## src/edfts_pkg.sv

```systemverilog
// Shared widths, request codes and controller/datapath interface types for the EDF scheduler.
package edfts_pkg;

   localparam int MAX_ENTRIES_DEF = 16;

   localparam int TIME_W = 32;
   localparam int VAL_W  = 16;
   localparam int NUM_W  = 5;
   localparam int TYPE_W = 2;
   localparam int IDX_IN_W = 4;

   localparam logic [TYPE_W-1:0] REQ_TICK    = 2'd0;
   localparam logic [TYPE_W-1:0] REQ_LOAD    = 2'd1;
   localparam logic [TYPE_W-1:0] REQ_RESTART = 2'd2;

   typedef struct packed {
      logic capture;
      logic scan_start;
      logic restart;
      logic div_start;
      logic load_write;
      logic finish;
   } edfts_cmd_type;

   typedef struct packed {
      logic scan_busy;
      logic div_busy;
      logic load_ok;
      logic out_free;
   } edfts_sts_type;

endpackage

```

## src/edf_tick_scheduler_unit.sv

```systemverilog
// Top level of the earliest-deadline-first tick scheduler.
// A tick word scans the active entries one per cycle through the table memories; the
// active entries are the first task_count ones, limited to MAX_ENTRIES. A load word waits
// on the bit-serial remainder unit that places the new entry's release phase at time
// modulo period. Restart and unused words are taken while the block stays idle.
// Exactly one result
// word comes back per tick, held in an output register, so a waiting result only delays the
// following tick's finish. The task_count register is written through the csr port, which
// is always ready; write it only while the block is idle.
module edf_tick_scheduler_unit #(
   parameter int MAX_ENTRIES = edfts_pkg::MAX_ENTRIES_DEF
) (
   input  logic                            clock,
   input  logic                            reset,
   input  logic                            req_valid,
   output logic                            req_stall,
   input  logic [edfts_pkg::TYPE_W-1:0]    req_type,
   input  logic [edfts_pkg::IDX_IN_W-1:0]  req_task_index,
   input  logic [edfts_pkg::VAL_W-1:0]     req_period_in,
   input  logic [edfts_pkg::VAL_W-1:0]     req_exec_in,
   input  logic [edfts_pkg::VAL_W-1:0]     req_rel_deadline_in,
   output logic                            rsp_valid,
   input  logic                            rsp_stall,
   output logic [edfts_pkg::TIME_W-1:0]    rsp_tick_time,
   output logic                            rsp_busy_res,
   output logic [edfts_pkg::NUM_W-1:0]     rsp_task_number,
   input  logic                            csr_valid,
   output logic                            csr_ready,
   input  logic [edfts_pkg::NUM_W-1:0]     csr_task_count
);
   import edfts_pkg::*;

   edfts_cmd_type cmd;
   edfts_sts_type sts;

   assign csr_ready = 1'b1;

   edfts_ctrl u_ctrl (
      .clock     (clock),
      .reset     (reset),
      .req_valid (req_valid),
      .req_type  (req_type),
      .req_stall (req_stall),
      .cmd       (cmd),
      .sts       (sts)
   );

   edfts_dpath #(
      .MAX_ENTRIES (MAX_ENTRIES)
   ) u_dpath (
      .clock               (clock),
      .reset               (reset),
      .cmd                 (cmd),
      .sts                 (sts),
      .req_task_index      (req_task_index),
      .req_period_in       (req_period_in),
      .req_exec_in         (req_exec_in),
      .req_rel_deadline_in (req_rel_deadline_in),
      .csr_valid           (csr_valid),
      .csr_task_count      (csr_task_count),
      .rsp_stall           (rsp_stall),
      .rsp_valid           (rsp_valid),
      .rsp_tick_time       (rsp_tick_time),
      .rsp_busy_res        (rsp_busy_res),
      .rsp_task_number     (rsp_task_number)
   );

endmodule

```

## src/edfts_rem.sv

```systemverilog
// Restoring remainder unit: time modulo period, one quotient bit per cycle.
module edfts_rem (
   input  logic                          clock,
   input  logic                          reset,
   input  logic                          start,
   input  logic [edfts_pkg::TIME_W-1:0]  dividend,
   input  logic [edfts_pkg::VAL_W-1:0]   divisor,
   output logic                          busy,
   output logic [edfts_pkg::VAL_W-1:0]   remainder
);
   import edfts_pkg::*;

   localparam int CYC_W = $clog2(TIME_W + 1);

   logic [TIME_W-1:0] dvd_ff;
   logic [VAL_W-1:0]  div_ff;
   logic [VAL_W-1:0]  rem_ff;
   logic [CYC_W-1:0]  cnt_ff;
   logic              busy_ff;

   logic [VAL_W:0]    shifted;
   logic [VAL_W-1:0]  rem_in;

   always_comb begin
      shifted = {rem_ff, dvd_ff[TIME_W-1]};
      if (shifted >= {1'b0, div_ff}) begin
         rem_in = VAL_W'(shifted - {1'b0, div_ff});
      end else begin
         rem_in = shifted[VAL_W-1:0];
      end
   end

   always_ff @(posedge clock) begin
      if (reset) begin
         busy_ff <= 1'b0;
         cnt_ff  <= '0;
      end else if (start) begin
         busy_ff <= 1'b1;
         cnt_ff  <= CYC_W'(TIME_W);
      end else if (busy_ff) begin
         cnt_ff <= cnt_ff - CYC_W'(1);
         if (cnt_ff == CYC_W'(1)) begin
            busy_ff <= 1'b0;
         end
      end
   end

   always_ff @(posedge clock) begin
      if (start) begin
         dvd_ff <= dividend;
         div_ff <= divisor;
         rem_ff <= '0;
      end else if (busy_ff) begin
         dvd_ff <= {dvd_ff[TIME_W-2:0], 1'b0};
         rem_ff <= rem_in;
      end
   end

   assign busy      = busy_ff;
   assign remainder = rem_ff;

endmodule

```

## src/edfts_dpath.sv

```systemverilog
// Datapath: task table memories, per-entry scan pipeline, time counter and result register.
module edfts_dpath #(
   parameter int MAX_ENTRIES = edfts_pkg::MAX_ENTRIES_DEF
) (
   input  logic                            clock,
   input  logic                            reset,
   input  edfts_pkg::edfts_cmd_type        cmd,
   output edfts_pkg::edfts_sts_type        sts,
   input  logic [edfts_pkg::IDX_IN_W-1:0]  req_task_index,
   input  logic [edfts_pkg::VAL_W-1:0]     req_period_in,
   input  logic [edfts_pkg::VAL_W-1:0]     req_exec_in,
   input  logic [edfts_pkg::VAL_W-1:0]     req_rel_deadline_in,
   input  logic                            csr_valid,
   input  logic [edfts_pkg::NUM_W-1:0]     csr_task_count,
   input  logic                            rsp_stall,
   output logic                            rsp_valid,
   output logic [edfts_pkg::TIME_W-1:0]    rsp_tick_time,
   output logic                            rsp_busy_res,
   output logic [edfts_pkg::NUM_W-1:0]     rsp_task_number
);
   import edfts_pkg::*;

   localparam int IDX_W = (MAX_ENTRIES > 1) ? $clog2(MAX_ENTRIES) : 1;
   localparam int CNT_W = $clog2(MAX_ENTRIES + 1);

   // Configuration and captured request word
   logic [NUM_W-1:0]    task_count_ff;
   logic [TIME_W-1:0]   time_ff;
   logic [IDX_IN_W-1:0] cap_idx_ff;
   logic [VAL_W-1:0]    cap_per_ff;
   logic [VAL_W-1:0]    cap_exec_ff;
   logic [VAL_W-1:0]    cap_rel_ff;

   // Task table
   logic [VAL_W-1:0]  period_mem [MAX_ENTRIES];
   logic [VAL_W-1:0]  exec_mem   [MAX_ENTRIES];
   logic [VAL_W-1:0]  rel_mem    [MAX_ENTRIES];
   logic [VAL_W-1:0]  bud_mem    [MAX_ENTRIES];
   logic [TIME_W-1:0] dl_mem     [MAX_ENTRIES];
   logic [VAL_W-1:0]  phase_mem  [MAX_ENTRIES];
   logic [MAX_ENTRIES-1:0] bud_vld_ff;
   logic [MAX_ENTRIES-1:0] phase_vld_ff;

   // Registered read data
   logic [VAL_W-1:0]  rd_per_ff;
   logic [VAL_W-1:0]  rd_exec_ff;
   logic [VAL_W-1:0]  rd_rel_ff;
   logic [VAL_W-1:0]  rd_bud_ff;
   logic [TIME_W-1:0] rd_dl_ff;
   logic [VAL_W-1:0]  rd_phase_ff;
   logic              rd_bud_vld_ff;
   logic              rd_phase_vld_ff;

   // Scan pipeline
   logic [CNT_W-1:0]  issue_ff;
   logic              issuing_ff;
   logic              proc_vld_ff;
   logic [IDX_W-1:0]  proc_idx_ff;
   logic              best_found_ff;
   logic [IDX_W-1:0]  best_idx_ff;
   logic [TIME_W-1:0] best_dl_ff;
   logic [VAL_W-1:0]  best_bud_ff;

   // Result register
   logic              rsp_valid_ff;
   logic [TIME_W-1:0] rsp_time_ff;
   logic              rsp_busy_ff;
   logic [NUM_W-1:0]  rsp_num_ff;

   logic [CNT_W-1:0]  n_active;
   logic [IDX_W-1:0]  issue_addr;
   logic              last_issue;
   logic [7:0]        idx_ext;
   logic [IDX_W-1:0]  load_addr;
   logic [VAL_W-1:0]  load_phase;

   logic [VAL_W-1:0]  cur_phase;
   logic              released;
   logic [VAL_W-1:0]  cur_bud;
   logic [TIME_W-1:0] cur_dl;
   logic              take;
   logic [VAL_W:0]    phase_inc;
   logic [VAL_W-1:0]  next_phase;

   logic              bud_we;
   logic [IDX_W-1:0]  bud_waddr;
   logic [VAL_W-1:0]  bud_wdata;
   logic              phase_we;
   logic [IDX_W-1:0]  phase_waddr;
   logic [VAL_W-1:0]  phase_wdata;

   logic              div_busy;
   logic [VAL_W-1:0]  div_rem;
   logic [7:0]        num_sum;

   edfts_rem u_rem (
      .clock     (clock),
      .reset     (reset),
      .start     (cmd.div_start),
      .dividend  (time_ff),
      .divisor   (cap_per_ff),
      .busy      (div_busy),
      .remainder (div_rem)
   );

   always_comb begin
      if (8'(task_count_ff) > 8'(MAX_ENTRIES)) begin
         n_active = CNT_W'(MAX_ENTRIES);
      end else begin
         n_active = CNT_W'(task_count_ff);
      end
   end

   assign issue_addr = issue_ff[IDX_W-1:0];
   assign last_issue = (issue_ff + CNT_W'(1)) == n_active;
   assign idx_ext    = 8'(cap_idx_ff);
   assign load_addr  = idx_ext[IDX_W-1:0];
   assign load_phase = (cap_per_ff == '0) ? '0 : div_rem;

   // Release, candidate compare and phase advance for the entry in the process stage.
   always_comb begin
      cur_phase = rd_phase_vld_ff ? rd_phase_ff : '0;
      released  = (cur_phase == '0);
      if (released) begin
         cur_bud = rd_exec_ff;
         cur_dl  = time_ff + TIME_W'(rd_rel_ff);
      end else begin
         cur_bud = rd_bud_vld_ff ? rd_bud_ff : '0;
         cur_dl  = rd_dl_ff;
      end
      take       = (cur_bud != '0) && (!best_found_ff || (cur_dl < best_dl_ff));
      phase_inc  = {1'b0, cur_phase} + (VAL_W+1)'(1);
      next_phase = (phase_inc >= {1'b0, rd_per_ff}) ? '0 : phase_inc[VAL_W-1:0];
   end

   always_comb begin
      if (cmd.finish) begin
         bud_we    = best_found_ff;
         bud_waddr = best_idx_ff;
         bud_wdata = best_bud_ff - VAL_W'(1);
      end else begin
         bud_we    = proc_vld_ff;
         bud_waddr = proc_idx_ff;
         bud_wdata = cur_bud;
      end
      if (cmd.load_write) begin
         phase_we    = 1'b1;
         phase_waddr = load_addr;
         phase_wdata = load_phase;
      end else begin
         phase_we    = proc_vld_ff;
         phase_waddr = proc_idx_ff;
         phase_wdata = next_phase;
      end
   end

   always_ff @(posedge clock) begin
      if (cmd.load_write) begin
         period_mem[load_addr] <= cap_per_ff;
         exec_mem[load_addr]   <= cap_exec_ff;
         rel_mem[load_addr]    <= cap_rel_ff;
      end
      rd_per_ff  <= period_mem[issue_addr];
      rd_exec_ff <= exec_mem[issue_addr];
      rd_rel_ff  <= rel_mem[issue_addr];
   end

   always_ff @(posedge clock) begin
      if (bud_we) begin
         bud_mem[bud_waddr] <= bud_wdata;
      end
      rd_bud_ff <= bud_mem[issue_addr];
   end

   // A loaded entry keeps a stale deadline, which is never selected before its next release, as its budget reads zero.
   always_ff @(posedge clock) begin
      if (proc_vld_ff) begin
         dl_mem[proc_idx_ff] <= cur_dl;
      end
      rd_dl_ff <= dl_mem[issue_addr];
   end

   always_ff @(posedge clock) begin
      if (phase_we) begin
         phase_mem[phase_waddr] <= phase_wdata;
      end
      rd_phase_ff <= phase_mem[issue_addr];
   end

   always_ff @(posedge clock) begin
      if (reset || cmd.restart) begin
         bud_vld_ff   <= '0;
         phase_vld_ff <= '0;
      end else begin
         if (bud_we) begin
            bud_vld_ff[bud_waddr] <= 1'b1;
         end
         if (phase_we) begin
            phase_vld_ff[phase_waddr] <= 1'b1;
         end
         if (cmd.load_write) begin
            bud_vld_ff[load_addr] <= 1'b0;
         end
      end
      rd_bud_vld_ff   <= bud_vld_ff[issue_addr];
      rd_phase_vld_ff <= phase_vld_ff[issue_addr];
   end

   always_ff @(posedge clock) begin
      if (reset) begin
         task_count_ff <= '0;
         time_ff       <= '0;
      end else begin
         if (csr_valid) begin
            task_count_ff <= csr_task_count;
         end
         if (cmd.restart) begin
            time_ff <= '0;
         end else if (cmd.finish) begin
            time_ff <= time_ff + TIME_W'(1);
         end
      end
   end

   always_ff @(posedge clock) begin
      if (cmd.capture) begin
         cap_idx_ff  <= req_task_index;
         cap_per_ff  <= req_period_in;
         cap_exec_ff <= req_exec_in;
         cap_rel_ff  <= req_rel_deadline_in;
      end
   end

   always_ff @(posedge clock) begin
      if (reset) begin
         issuing_ff  <= 1'b0;
         proc_vld_ff <= 1'b0;
         issue_ff    <= '0;
      end else if (cmd.scan_start) begin
         issuing_ff  <= (n_active != '0);
         proc_vld_ff <= 1'b0;
         issue_ff    <= '0;
      end else begin
         proc_vld_ff <= issuing_ff;
         if (issuing_ff) begin
            issue_ff <= issue_ff + CNT_W'(1);
            if (last_issue) begin
               issuing_ff <= 1'b0;
            end
         end
      end
   end

   always_ff @(posedge clock) begin
      proc_idx_ff <= issue_addr;
      if (cmd.scan_start) begin
         best_found_ff <= 1'b0;
      end else if (proc_vld_ff && take) begin
         best_found_ff <= 1'b1;
         best_idx_ff   <= proc_idx_ff;
         best_dl_ff    <= cur_dl;
         best_bud_ff   <= cur_bud;
      end
   end

   assign num_sum = 8'(best_idx_ff) + 8'd1;

   always_ff @(posedge clock) begin
      if (reset) begin
         rsp_valid_ff <= 1'b0;
      end else if (cmd.finish) begin
         rsp_valid_ff <= 1'b1;
      end else if (!rsp_stall) begin
         rsp_valid_ff <= 1'b0;
      end
      if (cmd.finish) begin
         rsp_time_ff <= time_ff;
         rsp_busy_ff <= best_found_ff;
         rsp_num_ff  <= best_found_ff ? num_sum[NUM_W-1:0] : '0;
      end
   end

   assign sts.scan_busy = issuing_ff || proc_vld_ff;
   assign sts.div_busy  = div_busy;
   assign sts.load_ok   = idx_ext < 8'(MAX_ENTRIES);
   assign sts.out_free  = !rsp_valid_ff || !rsp_stall;

   assign rsp_valid       = rsp_valid_ff;
   assign rsp_tick_time   = rsp_time_ff;
   assign rsp_busy_res    = rsp_busy_ff;
   assign rsp_task_number = rsp_num_ff;

   a_finish_room: assert property (@(posedge clock) disable iff (reset)
      cmd.finish |-> (!rsp_valid_ff || !rsp_stall))
      else $error("result loaded over a word still waiting");

   a_finish_shows: assert property (@(posedge clock) disable iff (reset)
      cmd.finish |=> rsp_valid_ff)
      else $error("finished tick did not raise the result");

   a_idle_number: assert property (@(posedge clock) disable iff (reset)
      (rsp_valid_ff && !rsp_busy_ff) |-> (rsp_num_ff == '0))
      else $error("idle tick carries a task number");

   a_scan_div: assert property (@(posedge clock) disable iff (reset)
      (issuing_ff || proc_vld_ff) |-> !div_busy)
      else $error("scan overlaps the remainder unit");

endmodule

```

## src/edfts_ctrl.sv

```systemverilog
// Controller state machine: request decode, scan, load and result sequencing.
module edfts_ctrl (
   input  logic                           clock,
   input  logic                           reset,
   input  logic                           req_valid,
   input  logic [edfts_pkg::TYPE_W-1:0]   req_type,
   output logic                           req_stall,
   output edfts_pkg::edfts_cmd_type       cmd,
   input  edfts_pkg::edfts_sts_type       sts
);
   import edfts_pkg::*;

   typedef enum logic [2:0] {
      ST_IDLE,
      ST_SCAN,
      ST_FINISH,
      ST_LOAD_CHK,
      ST_DIV
   } state_type;

   state_type state_ff, state_in;
   logic      req_stall_ff;

   always_comb begin
      cmd      = '0;
      state_in = state_ff;
      case (state_ff)
         ST_IDLE: begin
            if (req_valid) begin
               cmd.capture = 1'b1;
               case (req_type)
                  REQ_TICK: begin
                     cmd.scan_start = 1'b1;
                     state_in       = ST_SCAN;
                  end
                  REQ_LOAD: begin
                     state_in = ST_LOAD_CHK;
                  end
                  REQ_RESTART: begin
                     cmd.restart = 1'b1;
                  end
                  default: begin
                  end
               endcase
            end
         end
         ST_SCAN: begin
            if (!sts.scan_busy) begin
               state_in = ST_FINISH;
            end
         end
         ST_FINISH: begin
            if (sts.out_free) begin
               cmd.finish = 1'b1;
               state_in   = ST_IDLE;
            end
         end
         ST_LOAD_CHK: begin
            if (sts.load_ok) begin
               cmd.div_start = 1'b1;
               state_in      = ST_DIV;
            end else begin
               state_in = ST_IDLE;
            end
         end
         ST_DIV: begin
            if (!sts.div_busy) begin
               cmd.load_write = 1'b1;
               state_in       = ST_IDLE;
            end
         end
         default: begin
            state_in = ST_IDLE;
         end
      endcase
   end

   always_ff @(posedge clock) begin
      if (reset) begin
         state_ff     <= ST_IDLE;
         req_stall_ff <= 1'b0;
      end else begin
         state_ff     <= state_in;
         req_stall_ff <= (state_in != ST_IDLE);
      end
   end

   assign req_stall = req_stall_ff;

endmodule
```

## config.mk

```make
export PLATFORM = sky130hd
export DESIGN_NAME = edf_tick_scheduler_unit
export DESIGN_NICKNAME = d
export VERILOG_FILES = /design/src/edfts_pkg.sv /design/src/edf_tick_scheduler_unit.sv /design/src/edfts_rem.sv /design/src/edfts_dpath.sv /design/src/edfts_ctrl.sv
export SDC_FILE = /design/constraint.sdc
export NUM_CORES = 2
export LEC_CHECK = 0
export BUFFER_PORTS_ARGS = -buffer_cell sky130_fd_sc_hd__buf_2
export CAP_MARGIN = 5
export CORE_ASPECT_RATIO = 1.4
export CORE_MARGIN = 4
export CORE_UTILIZATION = 25
export DETAILED_ROUTE_END_ITERATION = 10
export PLACE_DENSITY = 0.5
export SETUP_SLACK_MARGIN = 0.2
export SLEW_MARGIN = 20
export SYNTH_ARGS = -nofsm -noshare
export SYNTH_HDL_FRONTEND = slang
export SYNTH_SLANG_ARGS = --single-unit
```

## constraint.sdc

```tcl
create_clock -name clock -period 10.9 [get_ports clock]
set_input_delay 0.545 -clock clock [delete_from_list [all_inputs] [get_ports clock]]
set_output_delay 0.545 -clock clock [all_outputs]
set_load 0.01 [all_outputs]
```

# [Word-level counts from Yosys, hierarchy flattened]
# Memories as Yosys holds them, arrays and structs flattened. A register that Yosys moved wholly into a read port is not among the register bits.
# Index checks and enable logic that the tools add are counted.
[totals] register_bits=301 ram_bits=1792 input_bits=64 out_inout_bits=41 wordCells=158 n_memories=6
[mem_list] name="u_dpath.dl_mem" words=16 width=32 read_ports=1 rd_ports_with_merged_regs=1 wr=1 line="edfts_dpath.sv:39" source="logic [TIME_W-1:0] dl_mem [MAX_ENTRIES];"
[mem_list] name="u_dpath.bud_mem" words=16 width=16 read_ports=1 rd_ports_with_merged_regs=1 wr=1 line="edfts_dpath.sv:38" source="logic [VAL_W-1:0] bud_mem [MAX_ENTRIES];"
[mem_list] name="u_dpath.exec_mem" words=16 width=16 read_ports=1 rd_ports_with_merged_regs=1 wr=1 line="edfts_dpath.sv:36" source="logic [VAL_W-1:0] exec_mem [MAX_ENTRIES];"
[mem_list] name="u_dpath.period_mem" words=16 width=16 read_ports=1 rd_ports_with_merged_regs=1 wr=1 line="edfts_dpath.sv:35" source="logic [VAL_W-1:0] period_mem [MAX_ENTRIES];"
[mem_list] name="u_dpath.phase_mem" words=16 width=16 read_ports=1 rd_ports_with_merged_regs=1 wr=1 line="edfts_dpath.sv:40" source="logic [VAL_W-1:0] phase_mem [MAX_ENTRIES];"
[mem_list] name="u_dpath.rel_mem" words=16 width=16 read_ports=1 rd_ports_with_merged_regs=1 wr=1 line="edfts_dpath.sv:37" source="logic [VAL_W-1:0] rel_mem [MAX_ENTRIES];"
[op_classes] add_sub_neg=8 order_cmp=12 n_eq_ne=9 mux=64 bitwise_logic=5 n_reduce_logical=24
[op_table] cell="two-way mux 16 bit" count=11
[op_table] cell="two-way mux 32 bit" count=3
[op_table] cell=">= comparator 17 x 16 -> 1 bit" count=2
[op_table] cell="adder 32 x 1 -> 32 bit (second input constant)" count=1
[op_table] cell="adder 32 x 16 -> 32 bit" count=1
[op_table] cell="zero test 16 bit" count=2
[op_table] cell="less-than comparator 32 bit" count=1
[op_table] cell="bitwise OR 16 bit" count=2
[op_table] cell="two-way mux 1 bit" count=31
[op_table] cell="less-than comparator 4 x 5 -> 1 bit (second input constant)" count=5
[op_table] cell="two-way mux 3 bit" count=7
[op_table] cell="adder 16 x 1 -> 17 bit (second input constant)" count=1
[op_table] cell="AND 16 bit" count=1
[op_table] cell="inverter 16 bit" count=1
[op_table] cell="nonzero test 16 bit" count=1
[op_table] cell="subtractor 16 x 1 -> 16 bit (second input constant)" count=1
[op_table] cell="subtractor 16 bit" count=1
[op_table] cell="case mux 3 bit (5 select lines)" count=1
[op_table] cell="demux 1 bit (select 4 bit)" count=3
[op_table] cell=">= comparator 4 x 1 -> 1 bit (second input constant)" count=3
[op_table] cell="two-way mux 6 bit" count=2
[op_table] cell="binary-select mux 1 bit (select 4 bit)" count=2
[op_table] cell="two-way mux 4 bit" count=2
[op_table] cell="equality test 3 x 2 -> 1 bit (second input constant)" count=2
[op_table] cell="24 further kinds" count=35

# [Depth between registers and ports, before layout]
[logic_depth] ltp_word=14 mapped_depth=19 ltp_nobuf=17

# [Cells and area by module]
# From an unflattened synthesis, not the netlist that was laid out.
[unflattened] hier_cells=4188 hier_area_um2=85260.5
[by_module_without_submodules] module="edfts_dpath" instances=1 cells_each=3824 area_each_um2=81196.6 seq_area_each_um2=61999.5
[by_module_without_submodules] module="edfts_rem" instances=1 cells_each=334 area_each_um2=3794.9 seq_area_each_um2=1901.8
[by_module_without_submodules] module="edfts_ctrl" instances=1 cells_each=28 area_each_um2=257.7 seq_area_each_um2=80.1
[by_module_without_submodules] module="edf_tick_scheduler_unit" instances=1 cells_each=2 area_each_um2=11.3 seq_area_each_um2=0.0

# [Least setup slack after synthesis]
# OpenSTA, ideal clock, no wires.
[synth_timing] kind="reg-to-reg" start="register u_dpath.rd_phase_vld_ff" end="register u_dpath.best_bud_ff[0] (enable)" setup_ps=526 arrival_ps=7701 required_ps=10374 setup_slack_ps=2673 path_stages_with_launch=19 path_buffers=5 synth_period_minus_slack_ps=8227 cell_sequence="dfxtp_1 > buf_2 > clkbuf_1 > nand2_1 > ha_1 > nor4b_1 > a41oi_1 > clkbuf_1 > clkbuf_1 > clkbuf_1 > nand2_1 > o21ai_0 > ha_1 > a2111oi_0 > o21ai_0 > a31o_2 > a21oi_1 > o221ai_1 > nor3_1"
[synth_via] elab_chain_cells=8 word_cells_on_any_way=10 cone_classes="1 x order compare; 3 x mux; 6 x reduce/logical"
[synth_rtl] item="start, declared" line="edfts_dpath.sv:52" source="logic rd_phase_vld_ff;"
[synth_rtl] item="start signal, assigned" line="edfts_dpath.sv:206" source="rd_phase_vld_ff <= phase_vld_ff[issue_addr];"
[synth_rtl] item="two-way mux 16 bit" line="edfts_dpath.sv:122" source="cur_phase = rd_phase_vld_ff ? rd_phase_ff : '0;"
[synth_rtl] item="zero test 16 bit" line="edfts_dpath.sv:123" source="released = (cur_phase == '0);"
[synth_rtl] item="two-way mux 32 bit" line="edfts_dpath.sv:124" source="if (released) begin"
[synth_rtl] item="named net u_dpath.cur_dl[27]" line="edfts_dpath.sv:80" source="logic [TIME_W-1:0] cur_dl;"
[synth_rtl] item="less-than comparator 32 bit" line="edfts_dpath.sv:131" source="take = (cur_bud != '0) && (!best_found_ff || (cur_dl < best_dl_ff));"
[synth_rtl] item="logical OR 1 bit" line="edfts_dpath.sv:131"
[synth_rtl] item="logical AND 1 bit" line="edfts_dpath.sv:131"
[synth_rtl] item="logical AND 1 bit" line="edfts_dpath.sv:258" source="end else if (proc_vld_ff && take) begin"
[synth_rtl] item="AND reduction 2 bit (no source line)"
[synth_rtl] item="end signal, assigned" line="edfts_dpath.sv:262" source="best_bud_ff <= cur_bud;"
[synth_rtl] item="end, declared" line="edfts_dpath.sv:62" source="logic [VAL_W-1:0] best_bud_ff;"
# The timed path passes the listed nets, and every way through them passes these cells.
# A chain may end at the register's enable or synchronous reset.

# [Worst setup path in the final report]
[layout_timing] start="register u_dpath.time_ff[2]" end="register u_dpath.best_bud_ff[15] (enable)"
[layout_via] elab_chain_cells=7
[layout_rtl] item="start, declared" line="edfts_dpath.sv:28" source="logic [TIME_W-1:0] time_ff;"
[layout_rtl] item="start signal, assigned" line="edfts_dpath.sv:220" source="time_ff <= time_ff + TIME_W'(1);"
[layout_rtl] item="adder 32 x 16 -> 32 bit" line="edfts_dpath.sv:126" source="cur_dl = time_ff + TIME_W'(rd_rel_ff);"
[layout_rtl] item="two-way mux 32 bit" line="edfts_dpath.sv:124"
[layout_rtl] item="named net u_dpath.cur_dl[27]" line="edfts_dpath.sv:80"
[layout_rtl] item="less-than comparator 32 bit" line="edfts_dpath.sv:131"
[layout_rtl] item="logical OR 1 bit" line="edfts_dpath.sv:131"
[layout_rtl] item="logical AND 1 bit" line="edfts_dpath.sv:131"
[layout_rtl] item="logical AND 1 bit" line="edfts_dpath.sv:258"
[layout_rtl] item="AND reduction 2 bit (no source line)"
# The timed path passes the listed nets, and every way through them passes these cells.

==> run metrics <==
Longest Clk Path Bufs 4; CTS tree built; gpl congestion roughly 0.80; most frequent cells in the layout 1982 x edfxtp_1, 570 x mux4_2, 226 x nand2_1, 220 x dfxtp_1, 219 x clkbuf_16; Std-Cell Rows 253; CTS Buf Count around 210; DR vias 41.5k; reg2reg end u_dpath.best_bud_ff[15]; Post-synth EDFFs just under 2k; Die Area roughly 0.35 mm2; max incr delay on CP a little over 0.7 ns; Filler cells about 33k; clock skew between 0.06 and 0.07 ns; Slowest cell on crit path o211ai_1; clk slew on worst S/H paths about 0.07 ns; min-delay worst type in2reg; nets around 4.7k; DIE WIDTH approximately 500 um; DRC violations left 0; CP startpoint kind register; Hold Vio Cnt, Final 0; Finished Layout Cells between 9k and 10k; register area share after synthesis 75.0%; r2r setup slk 4.65 ns; post-synthesis simple-gate area fraction under 10%; largest net degree at the start of global routing between 150 and 200; gr usage total between 10% and 20%; synth warn 0; Worst Hold End u_dpath.cap_rel_ff[13]; clock tree sinks roughly 2.2k; Initial Util ~25%; worst hold path cell count 1; total setup buffers inserted after CTS 0; Starting DRT DRC Count 3496; data required time of the critical path 11.34 ns; Multi-input gate area ~0.021 mm2; clock root cell clkbuf_16; Worst R2R Path Depth 16; initial antenna violation count 22; Yosys top cell area share between 60% and 70%; fin worst setup slack between 4 and 5 ns; Max rail drop VDD approximately 0.12 mV; Crit. End Element register; Synth cell types 85; Max Slew Vio Count 0; Primary FF master, synth edfxtp_1; IO Pins about 110; most common cell after layout, fill and taps aside edfxtp_1; Pleak 30.8 nW; mux cell area share after synthesis approximately 15%; Post-Syn Area 0.0853 mm2; combinational family with the most area after synthesis multiplexers; worst-path cell chain ha_1 -> o21ai_0 -> o21ai_0 -> a211oi_1 -> o211ai_1 -> nand3_1 -> xor2_1 -> o21ai_2 -> ha_1 -> a2111oi_0 -> o21ai_0 -> a31o_2 -> a21oi_1 -> o221ai_1 -> nor3_2 -> buf_4; Slew HR between 20% and 30%; Wirelength per Cell 24.4 um; PD cells between 150 and 200 mW/mm2; final wirelength roughly 220000 um; R2R Path Start u_dpath.time_ff[2]; drt pass-1 iters 8; first-pass GRT wire length 323000 um; Mean Syn Cell Area between 20 and 25 um2; total congestion overflow 0; post-DP HPWL between 100000 and 150000 um; post-synthesis adder-cell area fraction between 1 and 1.5%; H-tree depth 4; max-cap viol count 0; Routed Antenna Nets 0; Die Span Y roughly 700 um; post-synthesis compound-gate area fraction under 10%; core area approximately 0.34 mm2; status complete, no violations; RSZ-0062 raised after global routing no; leading area contributor after synthesis edfxtp_1; Tcrit/Tclk final around 57%; worst slew pin tran approximately 1.1 ns; vias per cell 4.50; final setup fails 0; cell mode on critical path o21ai_0; crit path max fanout 28; kind of critical path reg2reg; post-cts resize count 0; Port Buffers between 100 and 150; crit path buf inv count 1; Syn Inst Count between 4k and 5k; Synth area leaders edfxtp_1 70%, mux4_2 15%, dfxtp_1 5.2%; fmax 160 MHz; layout cells sized above 1 26.3%; Final min period 6.25 ns; asr flop ratio synth 0%; Final TNS setup 0 ns; #FFs+latches synth roughly 2.2k; critical path arrival roughly 6.7 ns; placed cell count 8753; clock latency at the later pin of the worst-skew pair approximately 0.85 ns; post-synthesis xor/xnor area fraction under 10%; Largest delay share family, worst path compound AO/OA/AOI/OAI gates; number of global-route vias before repair around 44k; Post-Syn Nets 4410; Reg area 0.0640 mm2; area delta synth->final 17.0%; final hold slack just over 0.08 ns; DP Worst Slack ~4.3 ns; start point of the worst hold path req_rel_deadline_in[13]; hold_buf cts 60
[worst max-delay path by stage]
stage | start | to | slack [ns] | cells after the start
finish | u_dpath.time_ff[2] | u_dpath.best_bud_ff[15] | 4.65 | 16
global route | u_dpath.time_ff[2] | u_dpath.best_bud_ff[5] | 4.11 | 16
CTS | u_dpath.time_ff[1] | u_dpath.best_bud_ff[1] | 4.21 | 16
detailed placement | u_dpath.time_ff[1] | u_dpath.best_bud_ff[7] | 4.31 | 16
global placement | u_dpath.time_ff[1] | u_dpath.best_bud_ff[0] | 4.29 | 16
floorplan | u_dpath.rd_phase_vld_ff | u_dpath.best_bud_ff[0] | 2.67 | 18
[logic make-up after synthesis]
kind of cell    count (synthesis)
mux                           595
compound gates                278
flops                        2205
simple gates                  691
other cells                     1
fa+ha+maj                      89
buf+inv                       295
xor+xnor                      103
[through the flow]
step | instance area, um2 | utilization (%) | total power, mW
final | 99900 | 29.4 | 17.8
after global routing | 99900 | 29.4 | 18.5
after CTS | 99800 | 29.4 | 18.0
after detailed placement | 92200 | 27.1 | 10.5
after global placement | 92100 | 27.1 | 10.5
after floorplan | 85300 | - | 10.2
[cells in the mapped netlist, types with 5 or more instances]
cell      instances
edfxtp_1       1982
mux4_2          570
nand2_1         226
dfxtp_1         223
nor2_1          208
clkbuf_1        129
inv_1           103
o21ai_0          94
ha_1             87
a21oi_1          64
xor2_1           53
nand3_1          52
xnor2_1          50
buf_2            35
nor3_1           35
nand4_1          27
nor4_1           24
nand2b_1         21
buf_1            20
mux2i_1          20
a31oi_1          17
nor2b_1          16
o21ai_1          15
and2_1           13
or3_1            11
a21o_1           10
nand3b_1         10
a211oi_1          9
o21a_1            9
o211ai_1          8
and3_1            7
and4_1            7
o221a_2           7
a31o_2            6
mux2_2            5
o21bai_1          5
[flip-flops by register name, summed over array words and instances, names as in the netlist, 32 cells and up]
| register | cells |
|---|---|
| u_dpath.rsp_tick_time | 32 |
| u_dpath.period_mem | 256 |
| u_dpath.rel_mem | 256 |
| u_dpath.exec_mem | 256 |
| u_dpath.u_rem.dvd_ff | 32 |
| u_dpath.bud_mem | 256 |
| u_dpath.phase_mem | 256 |
| u_dpath.dl_mem | 512 |
| u_dpath.time_ff | 32 |
| u_dpath.best_dl_ff | 32 |
| u_dpath.rd_dl_ff | 32 |
[report_power, final]
group / total [mW] / internal [mW] / switching [mW]
Combinational: 0.914 / 0.384 / 0.530
Clock: 7.45 / 4.30 / 3.15
Sequential: 9.46 / 9.33 / 0.132
[cell type report]
| type | count | share of cell area [%] |
|---|---|---|
| Clock inverter | 85 | 0.826 |
| Sequential cell | 2205 | 64.1 |
| Clock buffer | 305 | 6.17 |
| Timing Repair Buffer | 286 | 2.14 |
| Tap cell | 4462 | 5.59 |
| Inverter | 104 | 0.398 |
| Multi-Input combinational cell | 1757 | 20.8 |
| Antenna cell | 8 | 0.0200 |
[routing by layer]
metal  wire [um]  global-route usage (%)
met5          13                       0
met4        5440                    3.12
met3        9380                    1.57
met2      116000                    22.5
met1       93600                    16.1
No activity file was read; power rests on OpenSTA's default activity.
